<file path="src/rtl/dav_pkg.sv">
// Shared types and constants of the depth-aware view blend unit.
package dav_pkg;

	localparam int COLOR_BITS_DEF = 8;
	localparam int DEPTH_BITS_DEF = 8;

	localparam int TH_W       = 9;
	localparam int WEIGHT_W   = 16;
	localparam int CFG_ADDR_W = 4;
	localparam int CFG_DATA_W = 32;

	localparam int LANES       = 4;
	localparam int LANE_RED    = 0;
	localparam int LANE_GREEN  = 1;
	localparam int LANE_BLUE   = 2;
	localparam int LANE_DEPTH  = 3;
	localparam int QUEUE_DEPTH = 4;

	localparam logic [TH_W-1:0]     THRESHOLD_RST = 9'd5;
	localparam logic [WEIGHT_W-1:0] WEIGHT_RST    = 16'd32768;
	localparam logic                INPAINT_RST   = 1'b0;

	typedef enum logic [1:0] {
		REG_THRESHOLD,
		REG_WEIGHT_LEFT,
		REG_WEIGHT_RIGHT,
		REG_INPAINT
	} reg_idx_t;

	typedef enum logic [1:0] {
		KIND_HOLE,
		KIND_BLEND,
		KIND_COPY
	} kind_t;

	typedef struct packed {
		kind_t kind;
		logic  depth_write;
	} cls_t;

	typedef struct packed {
		logic [TH_W-1:0]     threshold;
		logic [WEIGHT_W-1:0] weight_left;
		logic [WEIGHT_W-1:0] weight_right;
		logic                inpaint;
	} cfg_t;

endpackage

</file>
<file path="src/rtl/dav_regs.sv">
// APB configuration registers of the view blend unit.
module dav_regs (
	input  logic                             clk,
	input  logic                             arst_n,
	input  logic                             psel,
	input  logic                             penable,
	input  logic                             pwrite,
	input  logic [dav_pkg::CFG_ADDR_W-1:0]   paddr,
	input  logic [dav_pkg::CFG_DATA_W-1:0]   pwdata,
	output logic [dav_pkg::CFG_DATA_W-1:0]   prdata,
	output logic                             pready,
	output dav_pkg::cfg_t                    cfg
);

	dav_pkg::cfg_t     cfg_q;
	dav_pkg::reg_idx_t idx;

	assign idx    = dav_pkg::reg_idx_t'(paddr[3:2]);
	assign pready = 1'b1;
	assign cfg    = cfg_q;

	always_ff @(posedge clk or negedge arst_n) begin
		if (!arst_n) begin
			cfg_q.threshold    <= dav_pkg::THRESHOLD_RST;
			cfg_q.weight_left  <= dav_pkg::WEIGHT_RST;
			cfg_q.weight_right <= dav_pkg::WEIGHT_RST;
			cfg_q.inpaint      <= dav_pkg::INPAINT_RST;
		end else if (psel && penable && pwrite) begin
			unique case (idx)
				dav_pkg::REG_THRESHOLD:    cfg_q.threshold    <= pwdata[dav_pkg::TH_W-1:0];
				dav_pkg::REG_WEIGHT_LEFT:  cfg_q.weight_left  <= pwdata[dav_pkg::WEIGHT_W-1:0];
				dav_pkg::REG_WEIGHT_RIGHT: cfg_q.weight_right <= pwdata[dav_pkg::WEIGHT_W-1:0];
				dav_pkg::REG_INPAINT:      cfg_q.inpaint      <= pwdata[0];
			endcase
		end
	end

	always_comb begin
		unique case (idx)
			dav_pkg::REG_THRESHOLD:    prdata = dav_pkg::CFG_DATA_W'(cfg_q.threshold);
			dav_pkg::REG_WEIGHT_LEFT:  prdata = dav_pkg::CFG_DATA_W'(cfg_q.weight_left);
			dav_pkg::REG_WEIGHT_RIGHT: prdata = dav_pkg::CFG_DATA_W'(cfg_q.weight_right);
			dav_pkg::REG_INPAINT:      prdata = dav_pkg::CFG_DATA_W'(cfg_q.inpaint);
		endcase
	end

endmodule

</file>
<file path="config.mk">
export PLATFORM = sky130hd
export DESIGN_NAME = dav_regs
export DESIGN_NICKNAME = d
export VERILOG_FILES = /design/src/rtl/dav_pkg.sv /design/src/rtl/dav_regs.sv
export SDC_FILE = /design/constraint.sdc
export NUM_CORES = 1
export LEC_CHECK = 0
export BUFFER_PORTS_ARGS = -buffer_cell sky130_fd_sc_hd__buf_2
export CORE_UTILIZATION = 40
export DETAILED_ROUTE_END_ITERATION = 16
export PLACE_DENSITY = 0.76
export SLEW_MARGIN = 20
export SYNTH_ARGS = -nofsm -noshare
export SYNTH_HDL_FRONTEND = slang
export SYNTH_SLANG_ARGS = --single-unit
</file>
<file path="constraint.sdc">
create_clock -name clk -period 2.25 [get_ports clk]
set_input_delay 0.675 -clock clk [delete_from_list [all_inputs] [get_ports clk]]
set_output_delay 0.675 -clock clk [all_outputs]
set_load 0.1 [all_outputs]
</file>
* Yosys cells after proc, flatten, opt, wreduce, memory -nomap -nowiden
Index checks and enable logic that the tools add are counted.
Cells by class: add/sub/neg operators 0, multipliers 0, div/mod/pow operators 0, $lt $le $gt $ge 0, eq/ne operators 3, shift-type cells 0, mux-type cells 1, bitwise gates (word level) 0, reduce and logical (&&, ||, !) cells 7
Operator list (number):
- $pmux 32 s4 | 1
- $reduce_and 2->1 | 4
- $eq 2x2->1 const B | 2
- $eq 2x1->1 const B | 1
- $logic_and 1x1->1 | 2
- $logic_not 2->1 | 1
Storage, ports and cells: register bits 42, latch bits 0, memory bits (writable) 0, memory bits (read-only) 0, output and inout bits 75, logic and storage cells 15, memories 0

* Depth between registers and ports, before layout
depth in word-level cells 3, mapped depth 5, depth with buffers taken out 3

* Worst setup path before layout
Ideal clock, no wire load.
kind input port to output port, start input port paddr[2] (netlist bit), end output port prdata[1] (netlist bit), arrival 3.298 ns, data required time 1.575 ns, slack -1.723 ns, stages on the path 4, buffers on the path 2, cells stage by stage buf_2 > buf_2 > mux2i_1 > o21ai_0
On the way: word-level cells in the longest chain between the ends 2, elaborated cells between the ends (all ways) 5, classes of those cells 3 x eq/ne; 1 x mux; 1 x reduce/logical
Ends and longest elaborated chain:
- start, declared | RTL line dav_regs.sv:8 | input logic [dav_pkg::CFG_ADDR_W-1:0] paddr,
- $eq 2x2->1 (tied with other cells) | RTL line dav_regs.sv:39 | unique case (idx)
- $pmux 32 s4 (*) | RTL line dav_regs.sv:39
- end, declared | RTL line dav_regs.sv:10 | output logic [dav_pkg::CFG_DATA_W-1:0] prdata,
Every way passes the cells marked *; elsewhere a longest branch is shown, timed or not. The select of a mux whose other input is x is not followed.

* Final worst setup path
start input port paddr[3] (netlist bit), end output port prdata[15] (netlist bit)
Same word-level chain as after synthesis.

==> metrics list <==
- The flow ran to the end, and the final reports show no timing, DRC or antenna violations.
* Clock tree buffer depth: 2
* Pin count of the biggest net entering global routing: 24
* Data required time of the critical path: 1.57 ns
* Vias per std cell: between 4 and 5
- Proportion of layout cells with a drive suffix above 1: 78.4%
- Share of synthesized area occupied by flip-flops and latches: 51.3%
- Clock slew at the register clock pins of the worst setup and hold paths: 0.08 ns
- Clock tree from TritonCTS: built
* Global-route wire length before repair: about 7900 um
- Number of vias in the routed layout: 1,502
- Synthesis inferred 42 register bits.
* Number of antenna violations at the first check in global routing: 0
* Hold WC Path Type: in -> async
- Detailed placement ended at an HPWL of 3580 um.
* Final max-slew violation count: 0
- DRC violation count after routing: 0
- On the critical path, the stage with the largest delay is an instance of a22o_2.
- The register with the most flip-flops in the layout has 42 of them.
* Via count of the first global-routing pass: 1,483
- Initial cell density of the core: 42.5%
- The tool flagged a number of max-cap violations equal to 0.
- Core Box Area: 0.00485 sq mm
* Peak clock frequency supported by timing: 0.450 GHz
- Cell Area, Placed: 0.00290 sq mm
* Layout filler cell count: 352
- The library cell used most frequently in the layout, excluding fill and tap cells, is buf_2.
- Number of levels the H-tree was split into: 2
* Row count: 25
- Total clock buffers created by CTS: 5
- Data on the critical path arrives at its endpoint at 1.55 ns.
- In this design, the critical path's most frequently occurring cell is buf_12.
- Routed wire length per instance: 16.3 um
- Maximum vdd ir drop: 0.000841 V
* Num Clock Sinks: 42
* Final hold violation count: 0
- Once detail routing completed, the nets flagged for antenna violations numbered 0.
- Final count of negative-setup-slack endpoints: 0
- Total I/O pin count: approximately 120
* Largest area contributor in the synthesized netlist: dfrtp_1
- The worst setup path is captured at an output pin.
- Buffer cell driving the clock tree root: clkbuf_8
* Top library cells by usage in the layout, fill and taps aside: buf_2, mux2_2, dfrtp_1, buf_12, conb_1
- Routed Wire Length: around 5000 um
* Maximum single-stage delay on the critical path: between 0.2 and 0.25 ns
* Overall power of the completed layout: 0.00446 W
- Count of unique library cells instantiated by Yosys: 22
- Minimum period implied by the final worst setup slack: between 2 and 2.5 ns
- Once layout is complete, the utilization of the core stands at between 60% and 70%.
- The floorplan step defined a die boundary enclosing approximately 0.0054 sq mm.
- Area of all placed cells without fillers: between 0.003 and 0.004 sq mm
* Area Growth Syn to Fin: 53.8%
- During synthesis, Yosys emitted a total of 0 warnings.
- Remaining global-route overflow: 0
- Ranked by total cell area, the synthesized netlist is headed by dfrtp_1, mux2_2, mux2_4.
* Horiz. Die Dim: 73.7 um
- The die is 73.7 um tall.
- The congestion estimate from routability-driven global placement came to 0.756.
- The number of antenna diodes in the final layout is 0.
- Critical path, cell by cell: buf_2 -> and2b_1 -> buf_12 -> a22o_2 -> buf_12
* Post-synthesis cell area: 0.00206 sq mm
* Setup Crit Path Kind: in -> out
- Startpoint type of the worst setup path: input port
- In this run, the number of DRC markers left after iteration 0 of detailed routing was just under 50.
- Leakage dissipation: between 1 and 1.5 nW
- Counting every instance in the synthesized netlist gives 151.
- Across the routed clock network, the largest skew measured is 0 ns.
- Of the post-synthesis cell area, the dominant cell type holds 46.2%.
* Clock network latency to the later pin of the worst-skew pair: 0.29 ns
- Setup repair after global routing could not meet its margin everywhere.
* Initial DRT Pass Iterations: 4
- Final clock period utilization by the worst path: 98.7%
- Across every metal layer, demand over resource in global routing totals between 20% and 30%.
* Max Fanout on Critical Path: 7
- For this design the ratio of total power to cell area is 1410 mW/mm^2.
- Synthesized area per cell: 13.6 sq um
* Port Buf Inserts: 80
* Final layout net count: 281
- Aggregate negative setup slack: 0 ns
==> worst max-delay path: cells and delay by family <==
kind	cells	cell delay, ns
compound gates	1	0.23
buf+inv	3	0.43
simple gates	1	0.21
==> through the flow <==
stage	std cells	hold WS (ns)	setup WS (ns)
2_1_floorplan	166	0.379	-0.0959
6_report	308	0.325	0.0285
3_3_place_gp	299	0.508	-0.0576
3_5_place_dp	299	0.517	-0.0824
5_1_grt	308	0.345	-0.00532
4_1_cts	307	0.330	-0.0107
==> cell families (layout without fill, tap and decap cells) <==
logic type	count (synthesis)	count (layout)	synth area share (%)
buffers and inverters	25	100	9.12
other	2	17	0.365
AND/OR/NAND/NOR	16	16	4.50
multiplexers	51	51	29.8
AO/OA/AOI/OAI	15	15	4.92
flip-flops	42	42	51.3
==> Yosys cell counts <==
library cell	instances
mux2_4	10
a22o_1	7
mux2i_1	8
o21ai_0	8
mux2_2	32
buf_12	1
nor2b_1	1
or3b_1	1
conb_1	2
nand3_2	1
dfrtp_1	38
nor2_1	1
and2b_1	1
buf_6	1
nor3_2	1
buf_4	18
mux4_2	1
nor3b_2	1
dfstp_2	4
clkbuf_1	3
buf_2	2
nand2_1	9
==> layer usage <==
metal | part of all wire [%] | vias to the layer above | wire length (um) | global-route usage [%]
li1 | - | 679 | - | -
met1 | 43 | 766 | 2160 | 26.1
met2 | 52 | 55 | 2610 | 33.9
met3 | 4.6 | 2 | 233 | 4.94
met4 | 0.26 | 0 | 13 | 4.91
met5 | 0 | - | 0 | 0
==> report_power, final <==
group          switching (W)  internal (W)  total, W
clock               0.000258      0.000331  0.000589
sequential          0.000181      0.000957   0.00114
combinational        0.00211      0.000618   0.00273
==> worst paths after layout <==
check,start,to,slack (ns),depth (start not counted)
worst min-delay path,arst_n,cfg[3],0.32,1
worst max register to register,cfg[20],cfg[20],1.41,1
worst min register to register,cfg[5],cfg[5],0.53,1
min in group clk,cfg[5],cfg[5],0.53,1
worst max-delay path,paddr[3],prdata[15],0.03,5
max in group asynchronous,arst_n,cfg[16],1.36,2
==> final cells by class <==
cell class              instances  area (sq um)  share of cell area, %
clock buffers                   6          72.6                   2.29
clock inverters                 2          37.5                   1.19
multi-input cells              99          1090                   34.5
flip-flops and latches         42          1080                   34.0
well taps                      67          83.8                   2.65
repair buffers                 92           805                   25.4
==> repair_timing <==
action | 4_1_cts | 5_1_grt
buffers inserted | 0 | 0
cloned | 0 | 1
setup endpoints to repair | 9 | 15
hold buffers | 0 | 0
gates resized for setup | 12 | 14
hold endpoints to repair | 0 | 0
No activity file was read; power rests on OpenSTA's default activity.
