### config.mk
export PLATFORM = sky130hd
export DESIGN_NAME = dav_fifo
export DESIGN_NICKNAME = d
export VERILOG_FILES = /design/src/rtl/dav_pkg.sv /design/src/rtl/dav_fifo.sv
export SDC_FILE = /design/constraint.sdc
export NUM_CORES = 1
export LEC_CHECK = 0
export BUFFER_PORTS_ARGS = -buffer_cell sky130_fd_sc_hd__buf_2
export CAP_MARGIN = 5
export CELL_PAD_IN_SITES_DETAIL_PLACEMENT = 0
export CELL_PAD_IN_SITES_GLOBAL_PLACEMENT = 2
export CORE_ASPECT_RATIO = 1.2
export CORE_MARGIN = 2
export CORE_UTILIZATION = 30
export DETAILED_ROUTE_END_ITERATION = 16
export GPL_TIMING_DRIVEN = 0
export PLACE_DENSITY_LB_ADDON = 0.1
export REMOVE_ABC_BUFFERS = 1
export SKIP_CTS_REPAIR_TIMING = 1
export SLEW_MARGIN = 20
export SYNTH_ARGS = -nofsm -noshare
export SYNTH_HDL_FRONTEND = slang
export SYNTH_SLANG_ARGS = --single-unit
### constraint.sdc
create_clock -name clk -period 3.3 [get_ports clk]
set_input_delay 0.33 -clock clk [delete_from_list [all_inputs] [get_ports clk]]
set_output_delay 0.33 -clock clk [all_outputs]
set_load 0.03 [all_outputs]
### src/rtl/dav_pkg.sv
// Shared types and constants of the depth-aware view blend unit.
package dav_pkg;

	localparam int COLOR_BITS_DEF = 8;
	localparam int DEPTH_BITS_DEF = 8;

	localparam int TH_W       = 9;
	localparam int WEIGHT_W   = 16;
	localparam int CFG_ADDR_W = 4;
	localparam int CFG_DATA_W = 32;

	localparam int LANES       = 4;
	localparam int LANE_RED    = 0;
	localparam int LANE_GREEN  = 1;
	localparam int LANE_BLUE   = 2;
	localparam int LANE_DEPTH  = 3;
	localparam int QUEUE_DEPTH = 4;

	localparam logic [TH_W-1:0]     THRESHOLD_RST = 9'd5;
	localparam logic [WEIGHT_W-1:0] WEIGHT_RST    = 16'd32768;
	localparam logic                INPAINT_RST   = 1'b0;

	typedef enum logic [1:0] {
		REG_THRESHOLD,
		REG_WEIGHT_LEFT,
		REG_WEIGHT_RIGHT,
		REG_INPAINT
	} reg_idx_t;

	typedef enum logic [1:0] {
		KIND_HOLE,
		KIND_BLEND,
		KIND_COPY
	} kind_t;

	typedef struct packed {
		kind_t kind;
		logic  depth_write;
	} cls_t;

	typedef struct packed {
		logic [TH_W-1:0]     threshold;
		logic [WEIGHT_W-1:0] weight_left;
		logic [WEIGHT_W-1:0] weight_right;
		logic                inpaint;
	} cfg_t;

endpackage

### src/rtl/dav_fifo.sv
// Short transaction queue between the front end and the blend pipeline.
module dav_fifo #(
	parameter int WIDTH = 8,
	parameter int DEPTH = dav_pkg::QUEUE_DEPTH
) (
	input  logic             clk,
	input  logic             arst_n,
	input  logic             push_valid,
	output logic             full,
	input  logic [WIDTH-1:0] push_data,
	input  logic             pop,
	output logic             empty,
	output logic [WIDTH-1:0] pop_data
);

	localparam int PW = (DEPTH > 1) ? $clog2(DEPTH) : 1;
	localparam int CW = $clog2(DEPTH + 1);

	logic [WIDTH-1:0] mem_q [DEPTH];
	logic [PW-1:0]    wr_ptr_q, rd_ptr_q;
	logic [CW-1:0]    count_q;
	logic             push_en, pop_en;

	assign full     = count_q == CW'(DEPTH);
	assign empty    = count_q == '0;
	assign push_en  = push_valid && !full;
	assign pop_en   = pop && !empty;
	assign pop_data = mem_q[rd_ptr_q];

	always_ff @(posedge clk or negedge arst_n) begin
		if (!arst_n) begin
			wr_ptr_q <= '0;
			rd_ptr_q <= '0;
			count_q  <= '0;
		end else begin
			if (push_en) begin
				wr_ptr_q <= (wr_ptr_q == PW'(DEPTH - 1)) ? '0 : wr_ptr_q + PW'(1);
			end
			if (pop_en) begin
				rd_ptr_q <= (rd_ptr_q == PW'(DEPTH - 1)) ? '0 : rd_ptr_q + PW'(1);
			end
			count_q <= count_q + CW'(push_en) - CW'(pop_en);
		end
	end

	always_ff @(posedge clk) begin
		if (push_en) begin
			mem_q[wr_ptr_q] <= push_data;
		end
	end

endmodule

Word-level counts from Yosys, hierarchy flattened
Memory sizes are Yosys's and may differ from the RTL's. Index checks and enable logic that the tools add are counted. Widths: inputs -> output; s select.

Register bits: 7. ROM bits: 0. Memories: 1. RAM bits: 32. Bits in latches: 0. Output and inout port bits: 10.

$mul: 0. Bitwise logic cells: 0. $lt $le $gt $ge: 0. Add/sub/neg operators: 4. Equality and inequality tests: 3. Multiplexer cells: 4. Shift-type cells: 0. Reduce and logical (&&, ||, !) cells: 5. Divide/modulo/power cells: 0.

Memories: mem_q (depth 4, width 8, rd ports 1, clocked after memory_dff 0, write ports 1, line dav_fifo.sv:19) `logic [WIDTH-1:0] mem_q [DEPTH];`.

Operators with widths (count): $add 2x1->2 const B (2); $eq 2x2->1 const B (2); $mux 2 (2); $add 3x1->3 (1); $eq 3x3->1 const B (1); $logic_not 3->1 (1); $sub 3x1->3 (1); $logic_and 1x1->1 (2); $logic_not 1->1 (2); $mux 1 (2).

Depth between registers and ports, before layout
Depth in word-level cells: 5. Gate-level depth with buffers: 9. Depth with buffers taken out: 9.

Worst setup path after synthesis
No wires, ideal clock.

Path type: flip-flop to flip-flop. From: register count_q[1]. To: register count_q[2]. Required time: 3.177 ns. Path slack: 0.593 ns. Stages on the path, launching flop included: 10. Arrival: 2.585 ns. Path buffers: 0. Cells stage by stage: dfrtp_1 -> nor3_1 -> nand2b_4 -> inv_1 -> ha_1 -> inv_1 -> ha_1 -> fa_1 -> xnor2_1 -> xnor2_1.

Elaborated cells on any way between the ends: 8. Those cells by class: add/sub: 2; eq/ne: 1; reduce/logical: 5.

RTL lines: start: declaration (line dav_fifo.sv:21) `logic [CW-1:0] count_q;`; start signal: assignment (line dav_fifo.sv:42) `count_q <= count_q + CW'(push_en) - CW'(pop_en);`; $logic_not 3->1 (line dav_fifo.sv:25) `assign empty = count_q == '0;`; net empty (line dav_fifo.sv:12) `output logic empty,`; $logic_not 1->1 (line dav_fifo.sv:27) `assign pop_en = pop && !empty;`; $logic_and 1x1->1 (line dav_fifo.sv:27); net pop_en (line dav_fifo.sv:22) `logic push_en, pop_en;`; $sub 3x1->3 (line dav_fifo.sv:42).

The timed path passes the listed nets, and every way through them passes these cells. A chain may end at the register's enable or synchronous reset.

Worst setup path in the final report
From: register count_q[2]. To: register count_q[2].

Longest elaborated chain between the ends: 5. Elaborated cells on any way between the ends: 8. Those cells by class: add/sub: 2; eq/ne: 1; reduce/logical: 5.

Ends and longest elaborated chain: $eq 3x3->1 (line dav_fifo.sv:24) `assign full = count_q == CW'(DEPTH);`; $logic_not 1->1 (line dav_fifo.sv:26) `assign push_en = push_valid && !full;`; $logic_and 1x1->1 (line dav_fifo.sv:26); $add 3x1->3 (line dav_fifo.sv:42); $sub 3x1->3 * (line dav_fifo.sv:42).

Every way passes the cells marked *; elsewhere a longest branch is shown, timed or not.

==> results.cfg <==
[yosys]
yosys_register_bits = 39
synthCells = 81
synth_cell_type_count = 19
yosysWarnings = 0
synthesis.area_um2 = 1600
synth.avg_cell_area_um2 = 19.8
ys_seq_area_frac = 0.709

[clock_network]
tritoncts = yes
clockBufferDepth = 2
clkTransAtPathRegs_ns = 0.07
cts_inserted_buffers = 5
htreeDepth = 2
root_buffer = clkbuf_8
clock_latency_ns = 0.28
cts_sinks = 39

[grt]
grtUsageMet1 = 0.113
grt_max_degree = 12
grt_util_met2 = 0.167
grt_pass1_wl_mm = 4.32
grt_overflow_total = 0
grt_pass1_vias = 849
grtUsageMet3 = 0.0374
grt.total_usage = 0.100
antenna_found_initial = 0
busiest_layer = met2

[worst_setup_path]
cp_data_arrival_time_ns = 2.40
path_max_fanout = 7
crit_path_end_kind = flip-flop
required_ns = 3.50
criticalPathCategory = reg2reg
worst_setup_path_start_kind = flip-flop

[floorplan]
die_area_um2 = 5950
start_util = 0.307
rows = 29
core_um2 = 5230
ios = 22
die_x_um = 70.7
fp.dieH_um = 84.1

[power]
p_per_area_nw_per_um2 = 902
total_power_mw = 1.68
leakage_nw = 0.706
peakVddDrop_mv = 0.348

[timing]
setup_viol = 0
grt_setup_unrepaired = no
finalWorstSetupSlack_ns = 1.11
maxSlewHeadroom = 0.590
timing.final.crit_period_ns = 2.19
hold_violations = 0
final.setup.tns_ns = 0
tightestPinTransition_ns = 0.615
min_period_over_period = 0.665
fmax_mhz = 456
drv_slew = 0
clock_skew_ns = 0.00506

[status]
run_status = complete, no violations

[detailed_routing]
drc = 0
drtIter0Drc = 77
first_pass_iters = 4
drtAntennaViolNets = 0
route.vias.total = 767
routed_via_density = 4.49
wl_per_cell_um = 15.3
wirelength_mm = 2.62

[finish]
drive_above_1_share = 0.367
syn2layout_area_growth_pct = 16.5
instances_no_fill = 171
final_nets = 128
final_core_util = 0.357
antenna_cells = 0

[placement]
dp_hpwl_mm = 1.85
io_buffers = 21
preCtsSetupSlack_ns = 1.09
dp_cells = 162
gp_congestion = 0.621

[flow_run]
cap_violations = 0

[hold_path]
hold_class = in2reg
## sequential cells by signal, summed over array words and instances, names as in the netlist
signal	cells
count_q	3
wr_ptr_q	2
mem_q	32
rd_ptr_q	2
## power by group
part           leakage (nW)  switching (mW)  internal [mW]
sequential            0.376           0.113          0.666
clock                0.0403           0.152          0.144
combinational         0.290           0.337          0.271
## cell families after synthesis
kind of cell,after synthesis,share of synthesized area
buffers and inverters,9,0.0219
XOR/XNOR,2,0.0109
AO/OA/AOI/OAI,1,0.00391
AND/OR/NAND/NOR,11,0.0515
adder cells (fa/ha/maj),8,0.0671
flip-flops,39,0.709
multiplexers,11,0.136
## area by class of cell
class                   instances  area, µm²
well taps                      62       77.6
repair buffers                 22        115
multi-input cells              33        432
flip-flops and latches         39       1140
clock inverters                 2       7.51
fillers                       526       3360
clock buffers                   6       72.6
inverters                       7       26.3
## placed cells by master, fill, tap and decap left out, types with 2 or more instances in the layout
| cell type | instances |
|---|---|
| edfxtp_1 | 32 |
| buf_2 | 21 |
| mux4_2 | 8 |
| inv_1 | 7 |
| ha_1 | 7 |
| dfrtp_1 | 7 |
| clkbuf_8 | 5 |
| and2_1 | 4 |
| xnor2_1 | 2 |
| nor2_1 | 2 |
| mux2_2 | 2 |
| clkinv_1 | 2 |
## cells in the mapped netlist (all sizes together)
| master | number | area share |
|---|---|---|
| inv | 7 | 0.016 |
| edfxtp | 32 | 0.60 |
| nand2b | 1 | 0.0086 |
| buf | 1 | 0.0031 |
| nand2 | 1 | 0.0023 |
| and2 | 4 | 0.016 |
| clkbuf | 1 | 0.0023 |
| ha | 7 | 0.055 |
| mux2 | 3 | 0.023 |
| dfrtp | 7 | 0.11 |
| nor3b | 1 | 0.012 |
| o22ai | 1 | 0.0039 |
| fa | 1 | 0.012 |
| nor2b | 1 | 0.0055 |
| nor2 | 2 | 0.0047 |
| nor3 | 1 | 0.0031 |
| mux4 | 8 | 0.11 |
| xnor2 | 2 | 0.011 |
## worst max-delay path, stage by stage, from the launching register on
cell and delay [ns]:
dfrtp_1 0.41, nor3b_4 0.18, nor2b_2 0.25, inv_1 0.08, ha_1 0.28, inv_1 0.04, ha_1 0.18, fa_1 0.38
xnor2_1 0.18, xnor2_1 0.14
## metal layers
layer / up-vias / share of wire
met5: - / 0
met4: 0 / 0.019
met3: 6 / 0.044
met2: 19 / 0.52
met1: 384 / 0.41
li1: 358 / -
## worst paths after layout
check / startpoint / end / slack (ns) / depth (start not counted)
min in group asynchronous: arst_n / count_q[0]$_DFF_PN0_ / 0.40 / 2
setup / recovery: count_q[2]$_DFF_PN0_ / count_q[2]$_DFF_PN0_ / 1.11 / 9
hold reg to reg: count_q[0]$_DFF_PN0_ / count_q[0]$_DFF_PN0_ / 0.61 / 1
max in group asynchronous: arst_n / rd_ptr_q[1]$_DFFE_PN0P_ / 2.73 / 2
hold / removal: push_data[3] / mem_q[3][3]$_DFFE_PP_ / 0.26 / 1
setup reg to reg: count_q[2]$_DFF_PN0_ / count_q[2]$_DFF_PN0_ / 1.11 / 9
## metrics by stage
step                cell area (µm²)  hold WS, ns
global route                   1870        0.252
detailed placement             1780        0.183
global placement               1780        0.184
finish                         1870        0.258
floorplan                      1590       0.0344
CTS                            1860       -0.128
Note: power is estimated with default switching activity, not from simulation.
