==> config.mk <==
export PLATFORM = sky130hd
export DESIGN_NAME = dav_front
export DESIGN_NICKNAME = d
export VERILOG_FILES = /design/src/rtl/dav_pkg.sv /design/src/rtl/dav_front.sv
export SDC_FILE = /design/constraint.sdc
export NUM_CORES = 1
export LEC_CHECK = 0
export BUFFER_PORTS_ARGS = -buffer_cell sky130_fd_sc_hd__clkbuf_2
export CAP_MARGIN = 20
export CORE_ASPECT_RATIO = 0.7
export CORE_MARGIN = 2
export CORE_UTILIZATION = 45
export CTS_BUF_LIST = sky130_fd_sc_hd__clkbuf_8
export DETAILED_ROUTE_END_ITERATION = 10
export PLACE_DENSITY = 0.75
export SLEW_MARGIN = 20
export SYNTH_ARGS = -nofsm -noshare
export SYNTH_HDL_FRONTEND = slang
export SYNTH_SLANG_ARGS = --single-unit
==> constraint.sdc <==
create_clock -name clk -period 3.9 [get_ports clk]
set_input_delay 0.78 -clock clk [delete_from_list [all_inputs] [get_ports clk]]
set_output_delay 0.78 -clock clk [all_outputs]
set_load 0.005 [all_outputs]
==> src/rtl/dav_pkg.sv <==
// Shared types and constants of the depth-aware view blend unit.
package dav_pkg;

	localparam int COLOR_BITS_DEF = 8;
	localparam int DEPTH_BITS_DEF = 8;

	localparam int TH_W       = 9;
	localparam int WEIGHT_W   = 16;
	localparam int CFG_ADDR_W = 4;
	localparam int CFG_DATA_W = 32;

	localparam int LANES       = 4;
	localparam int LANE_RED    = 0;
	localparam int LANE_GREEN  = 1;
	localparam int LANE_BLUE   = 2;
	localparam int LANE_DEPTH  = 3;
	localparam int QUEUE_DEPTH = 4;

	localparam logic [TH_W-1:0]     THRESHOLD_RST = 9'd5;
	localparam logic [WEIGHT_W-1:0] WEIGHT_RST    = 16'd32768;
	localparam logic                INPAINT_RST   = 1'b0;

	typedef enum logic [1:0] {
		REG_THRESHOLD,
		REG_WEIGHT_LEFT,
		REG_WEIGHT_RIGHT,
		REG_INPAINT
	} reg_idx_t;

	typedef enum logic [1:0] {
		KIND_HOLE,
		KIND_BLEND,
		KIND_COPY
	} kind_t;

	typedef struct packed {
		kind_t kind;
		logic  depth_write;
	} cls_t;

	typedef struct packed {
		logic [TH_W-1:0]     threshold;
		logic [WEIGHT_W-1:0] weight_left;
		logic [WEIGHT_W-1:0] weight_right;
		logic                inpaint;
	} cfg_t;

endpackage

==> src/rtl/dav_front.sv <==
// Front end: accepts pixels, classifies them and picks the copied view.
module dav_front #(
	parameter int COLOR_BITS = dav_pkg::COLOR_BITS_DEF,
	parameter int DEPTH_BITS = dav_pkg::DEPTH_BITS_DEF,
	parameter int ENTRY_W    = 3 + 2 * dav_pkg::LANES * 8
) (
	input  logic                      clk,
	input  logic                      arst_n,
	input  logic [dav_pkg::TH_W-1:0]  threshold,
	input  logic                      inpaint,
	input  logic                      in_valid,
	output logic                      in_stall,
	input  logic                      hole,
	input  logic [COLOR_BITS-1:0]     left_red,
	input  logic [COLOR_BITS-1:0]     left_green,
	input  logic [COLOR_BITS-1:0]     left_blue,
	input  logic [COLOR_BITS-1:0]     right_red,
	input  logic [COLOR_BITS-1:0]     right_green,
	input  logic [COLOR_BITS-1:0]     right_blue,
	input  logic [DEPTH_BITS-1:0]     left_depth,
	input  logic [DEPTH_BITS-1:0]     right_depth,
	output logic                      push_valid,
	input  logic                      push_full,
	output logic [ENTRY_W-1:0]        push_data
);

	localparam int VW   = (COLOR_BITS > DEPTH_BITS) ? COLOR_BITS : DEPTH_BITS;
	localparam int CMPW = (DEPTH_BITS > dav_pkg::TH_W) ? DEPTH_BITS : dav_pkg::TH_W;

	typedef logic [dav_pkg::LANES-1:0][VW-1:0] lanes_t;

	logic [DEPTH_BITS-1:0] diff;
	logic                  close;
	logic                  left_wins;
	logic                  adv;
	lanes_t                la, lb, a_d;
	dav_pkg::cls_t         cls_d;

	logic                  valid_s1;
	dav_pkg::cls_t         cls_s1;
	lanes_t                a_s1, b_s1;

	always_comb begin
		la[dav_pkg::LANE_RED]   = VW'(left_red);
		la[dav_pkg::LANE_GREEN] = VW'(left_green);
		la[dav_pkg::LANE_BLUE]  = VW'(left_blue);
		la[dav_pkg::LANE_DEPTH] = VW'(left_depth);
		lb[dav_pkg::LANE_RED]   = VW'(right_red);
		lb[dav_pkg::LANE_GREEN] = VW'(right_green);
		lb[dav_pkg::LANE_BLUE]  = VW'(right_blue);
		lb[dav_pkg::LANE_DEPTH] = VW'(right_depth);

		left_wins = left_depth > right_depth;
		diff      = left_wins ? left_depth - right_depth : right_depth - left_depth;
		close     = CMPW'(diff) < CMPW'(threshold);

		if (hole) begin
			cls_d.kind = dav_pkg::KIND_HOLE;
		end else if (close) begin
			cls_d.kind = dav_pkg::KIND_BLEND;
		end else begin
			cls_d.kind = dav_pkg::KIND_COPY;
		end
		cls_d.depth_write = !hole && inpaint;

		a_d = (close || left_wins) ? la : lb;
	end

	assign adv        = !valid_s1 || !push_full;
	assign in_stall   = !adv;
	assign push_valid = valid_s1;
	assign push_data  = {cls_s1, a_s1, b_s1};

	always_ff @(posedge clk or negedge arst_n) begin
		if (!arst_n) begin
			valid_s1 <= 1'b0;
		end else if (adv) begin
			valid_s1 <= in_valid;
		end
	end

	always_ff @(posedge clk) begin
		if (adv && in_valid) begin
			cls_s1 <= cls_d;
			a_s1   <= a_d;
			b_s1   <= lb;
		end
	end

endmodule

==> After elaboration in Yosys (flattened, before gate mapping) <==
Index checks and enable logic that the tools add are counted.
{ "word_totals": {"reg_bits": 68, "latchBits": 0, "ramBits": 0, "romBits": 0, "input_bits": 79, "out_inout_bits": 69, "mem_count": 0} }
{ "classes": {"n_addsub": 2, "mul": 0, "div": 0, "magnitude_cmp": 2, "n_eq_ne": 0, "shift": 0, "muxes": 3, "n_bitwise": 0, "reduce_logical": 8} }
{ "op_table": {"columns": ["operator", "count"], "rows": [
  ["32-bit 2-to-1 mux", 1],
  ["8-bit subtractor", 2],
  ["8-bit by 9-bit < comparator with 1-bit output", 1],
  ["8-bit > comparator", 1],
  ["8-bit 2-to-1 mux", 1],
  ["1-bit logical NOT", 4],
  ["1-bit logical AND", 2],
  ["1-bit logical OR", 2],
  ["2-bit 2-to-1 mux", 1]
]} }

==> Logic depth before layout (Yosys ltp) <==
{ "logic_depth": {"ltp_word": 5, "mapped_depth": 18, "mapped_depth_nobuf": 15} }

==> Worst setup path before layout <==
OpenSTA, ideal clock, no wires.
{ "synth_path": {"kind": "in2reg", "from": "input push_full", "to": "register b_s1 (netlist bit push_data[0]), enable pin", "setup_ps": 500, "t_arrival_ps": 3935, "required_ps": 3400, "setup_slack_ps": -535, "cell_stages": 2, "n_path_buf": 0, "path_cell_list": "and2_1 -> nor2b_1"} }
{ "synth_between": {"elab_chain_len": 3} }
{ "synth_lines": {"columns": ["element", "line", "source"], "rows": [
  ["start, declared", "dav_front.sv:23", "input logic push_full,"],
  ["1-bit logical NOT", "dav_front.sv:69", "assign adv = !valid_s1 || !push_full;"],
  ["1-bit logical OR", "dav_front.sv:69", null],
  ["1-bit logical AND", "dav_front.sv:83", "if (adv && in_valid) begin"],
  ["end signal, assigned", "dav_front.sv:86", "b_s1 <= lb;"],
  ["end, declared", "dav_front.sv:41", "lanes_t a_s1, b_s1;"]
]} }
No other way between the ends.
A chain may end at the register's enable or synchronous reset.

==> impl_results.md <==
* Max Freq at 261 MHz
* Die ar. at roughly 8400 um^2
* CP endpoint kind: flip-flop
* Layout cells sized above 1 at about three fifths
* DR WL/cell at 15.7 um
* Status: finished clean
* Slew @ Worst Pin at 0.843 ns
* Avg Inst Size Synth at 15.4 um^2
* CP max stage delay at 0.39 ns
* Required @ worst endpoint at 3.98 ns
* CP Max Fanout at 6
* Hold-fix buffers, CTS at 0
* R2R setup slack at 2.12 ns
* Fin crit period at about 3.8 ns
* CP max stage cell: fa_2
* Post-synthesis async set-or-reset flop share at 1.47%
* Most common cell in the synthesized netlist: edfxtp_1
* Final slew viol count at 0
* Mapped Area at 3440 um^2
* Worst ir drop on vdd at between 200 and 300 uV
* Core area at between 7000 and 8000 um^2
* First-pass GRT wire length at around 13,000 um
* Final nets at 520
* Top_reg_cell synth: edfxtp_1
* Placer Congestion at 0.988
* Cell internal pwr at 0.00153 W
* Post-synth top area cell: edfxtp_1
* RSZ-0062 raised after global routing: yes
* Leak at 2.43 nW
* Ports at around 150
* Synth-to-Final Area Change at 44.1%
* Chip Height at a little under 80 um
* ANT cells at 0
* Number of global-route vias before repair at 2,717
* Clock H-tree levels at 3
* Overflow after GRT at 0
* Clock power share at a little under a third
* Clk root buf: clkbuf_8
* Fin Hold WS at just over 0.2 ns
* Period utilisation layout at between 90% and 100%
* Clock tree sinks at 68
* Sw frac at ~26%
* Rows at 26
* Skew-Pair Late Insertion Delay at ~0.34 ns
* Worst path bufs/invs at 7
* WP depth at 20
* Clock slew seen by the registers of the worst setup and hold paths at 0.08 ns
* CTS Buf Count at 9
* DRC Markers at 0
* Clk_skew at 0.00720 ns
* WL final at 8160 um
* Via density at about 4.8
* Sequential share of power at 43.1%
* Worst path cell trace: buf_12 > inv_12 > ha_4 > inv_2 > fa_2 > nand3_2 > a21oi_2 > o31a_1 > buf_4 > buf_6 > mux2i_2 > xnor2_1 > ha_2 > o211a_1 > o311ai_2 > a21oi_2 > nand2b_4 > buf_8 > buf_12 > mux2_4
* Largest net degree at the start of global routing at 68
* Flops & latches, synth at 68
* Top cells by area, synth: edfxtp_1 58%, mux2_4 10%, ha_1 8.0%
* Final design utilization at 67.5%
* Multi-input gate area at between 1000 and 1500 um^2
* Final setup viols at 0
* MaxCap Viol Count at 0
* Top cell type's share of synthesized area at 58.4%
* Number of synthesized flops with an enable pin at 67
* Hold WC Path Type: input pin to asynchronous set/reset pin
* Width of the chip at ~110 um
* CP Class: input pin to flip-flop
* Initial Util at 46.8%
* Syn. warnings at 0
* Final hold violations at 0
* Syn_nets at 326
* Mapped Cells at 223
* Rel. slew slack at 43.8%
* DPL Wire Length at around 6000 um
* GRT Util Overall at 20.4%
* Max Buffers Root-to-Sink at 2
* Port buffer count at 147
* Initial DRC Count at 115
* Post-synth top cells: 67 x edfxtp_1, 24 x inv_1, 23 x mux2_4, 22 x ha_1, 13 x mux2i_1
* Via count at 2,490
* Router iterations before antenna repair at 4
* Final ANT Viol Nets at 0
* P per Cell Area at approximately 410 nW/um^2
* TNS Setup at 0 ns
* FILL cells at 543
* Worst EP arrival at 3.92 ns
* Distinct cells, synth at 37
* Sw Pwr at 0.000526 W
* Comb pwr share at 25.4%
* Top Family by Delay on Critical Path: adder cells
* Crit start category: input pin
* Post-synthesis sequential area ratio at ~59%
* CTS tree: built
* Sequential Area at 2040 um^2
* Reg2Reg Depth at 3
* Initial antenna violation count at 0
==> worst reg2reg max path, delay by kind of cell, from the launching register on <==
kind / cells / cell delay [ns]
AND/OR/NAND/NOR: 2 / 0.32
flip-flops: 1 / 0.38
buffers and inverters: 1 / 0.64
==> power groups by stage <==
stage | Sequential, W | Combinational, W | Clock [W]
after floorplan | 0.000909 | 0.000275 | 0
after global placement | 0.000900 | 0.000462 | 0
after detailed placement | 0.000902 | 0.000475 | 0
after CTS | 0.000886 | 0.000516 | 0.000667
after global routing | 0.000890 | 0.000569 | 0.000698
final | 0.000885 | 0.000521 | 0.000647
==> state kept, by name (all words and copies together), names as in the netlist <==
signal,cells
push_data,67
push_valid,1
==> area by class of cell <==
| type | instances | share of cell area (%) |
|---|---|---|
| repair buffers | 192 | 23.4 |
| flip-flops and latches | 68 | 41.0 |
| well taps | 98 | 2.47 |
| clock inverters | 7 | 1.99 |
| multi-input cells | 122 | 26.5 |
| inverters | 24 | 2.07 |
| clock buffers | 9 | 2.50 |
==> worst paths after layout <==
kind | startpoint | to
worst max-delay path | left_depth[0] | push_data[49]$_DFFE_PP_
worst min-delay path | arst_n | push_valid$_DFFE_PN0N_
worst max register to register | push_valid$_DFFE_PN0N_ | push_data[26]$_DFFE_PP_
worst min register to register | push_valid$_DFFE_PN0N_ | push_valid$_DFFE_PN0N_
max in group asynchronous | arst_n | push_valid$_DFFE_PN0N_
min in group clk | right_green[7] | push_data[15]$_DFFE_PP_
==> kinds of logic after synthesis <==
group                    after synthesis  share of synthesized area, %
AO/OA/AOI/OAI                         30                          6.43
AND/OR/NAND/NOR                       23                          3.74
multiplexers                          39                          14.8
buffers and inverters                 33                          5.20
flip-flops                            68                          59.2
XOR/XNOR                               6                          1.53
adder cells (fa/ha/maj)               24                          9.16
==> repair_timing <==
item,CTS,global route
endpoints found under the setup margin,1,24
cloned,1,0
setup buffers,7,0
pin swaps,10,12
gates resized for setup,9,15
==> routing by layer <==
metal  GRT usage [%]  part of all wire (%)  vias up
met3            7.31                   9.0        9
met1            25.0                    43     1160
met5               0                     0        -
li1                -                     -     1216
met2            34.3                    48      105
met4            5.13                  0.96        0
==> metrics by stage <==
step,cell area [um^2],setup slack [ns],cells,total power (W)
floorplan,3500,-0.0119,223,0.00118
global placement,4590,-0.270,497,0.00136
detailed placement,4590,-0.354,497,0.00138
CTS,4920,0.0403,521,0.00207
global route,4960,-0.0534,520,0.00216
finish,4960,0.0621,520,0.00205
==> placed cells by master (no fill, tap or decap), types with 3 or more instances in the layout <==
| cell type | n |
|---|---|
| clkbuf_8 | 9 |
| edfxtp_1 | 67 |
| clkbuf_2 | 145 |
| a21o_1 | 4 |
| buf_12 | 4 |
| xnor2_1 | 3 |
| a21oi_1 | 5 |
| xor2_1 | 3 |
| mux2i_1 | 12 |
| nand2_1 | 5 |
| buf_4 | 39 |
| inv_1 | 22 |
| nor2_1 | 4 |
| ha_1 | 18 |
| mux2_4 | 25 |
| o21ai_0 | 3 |
| a211oi_1 | 3 |
Power figures use the tool's default switching activity.
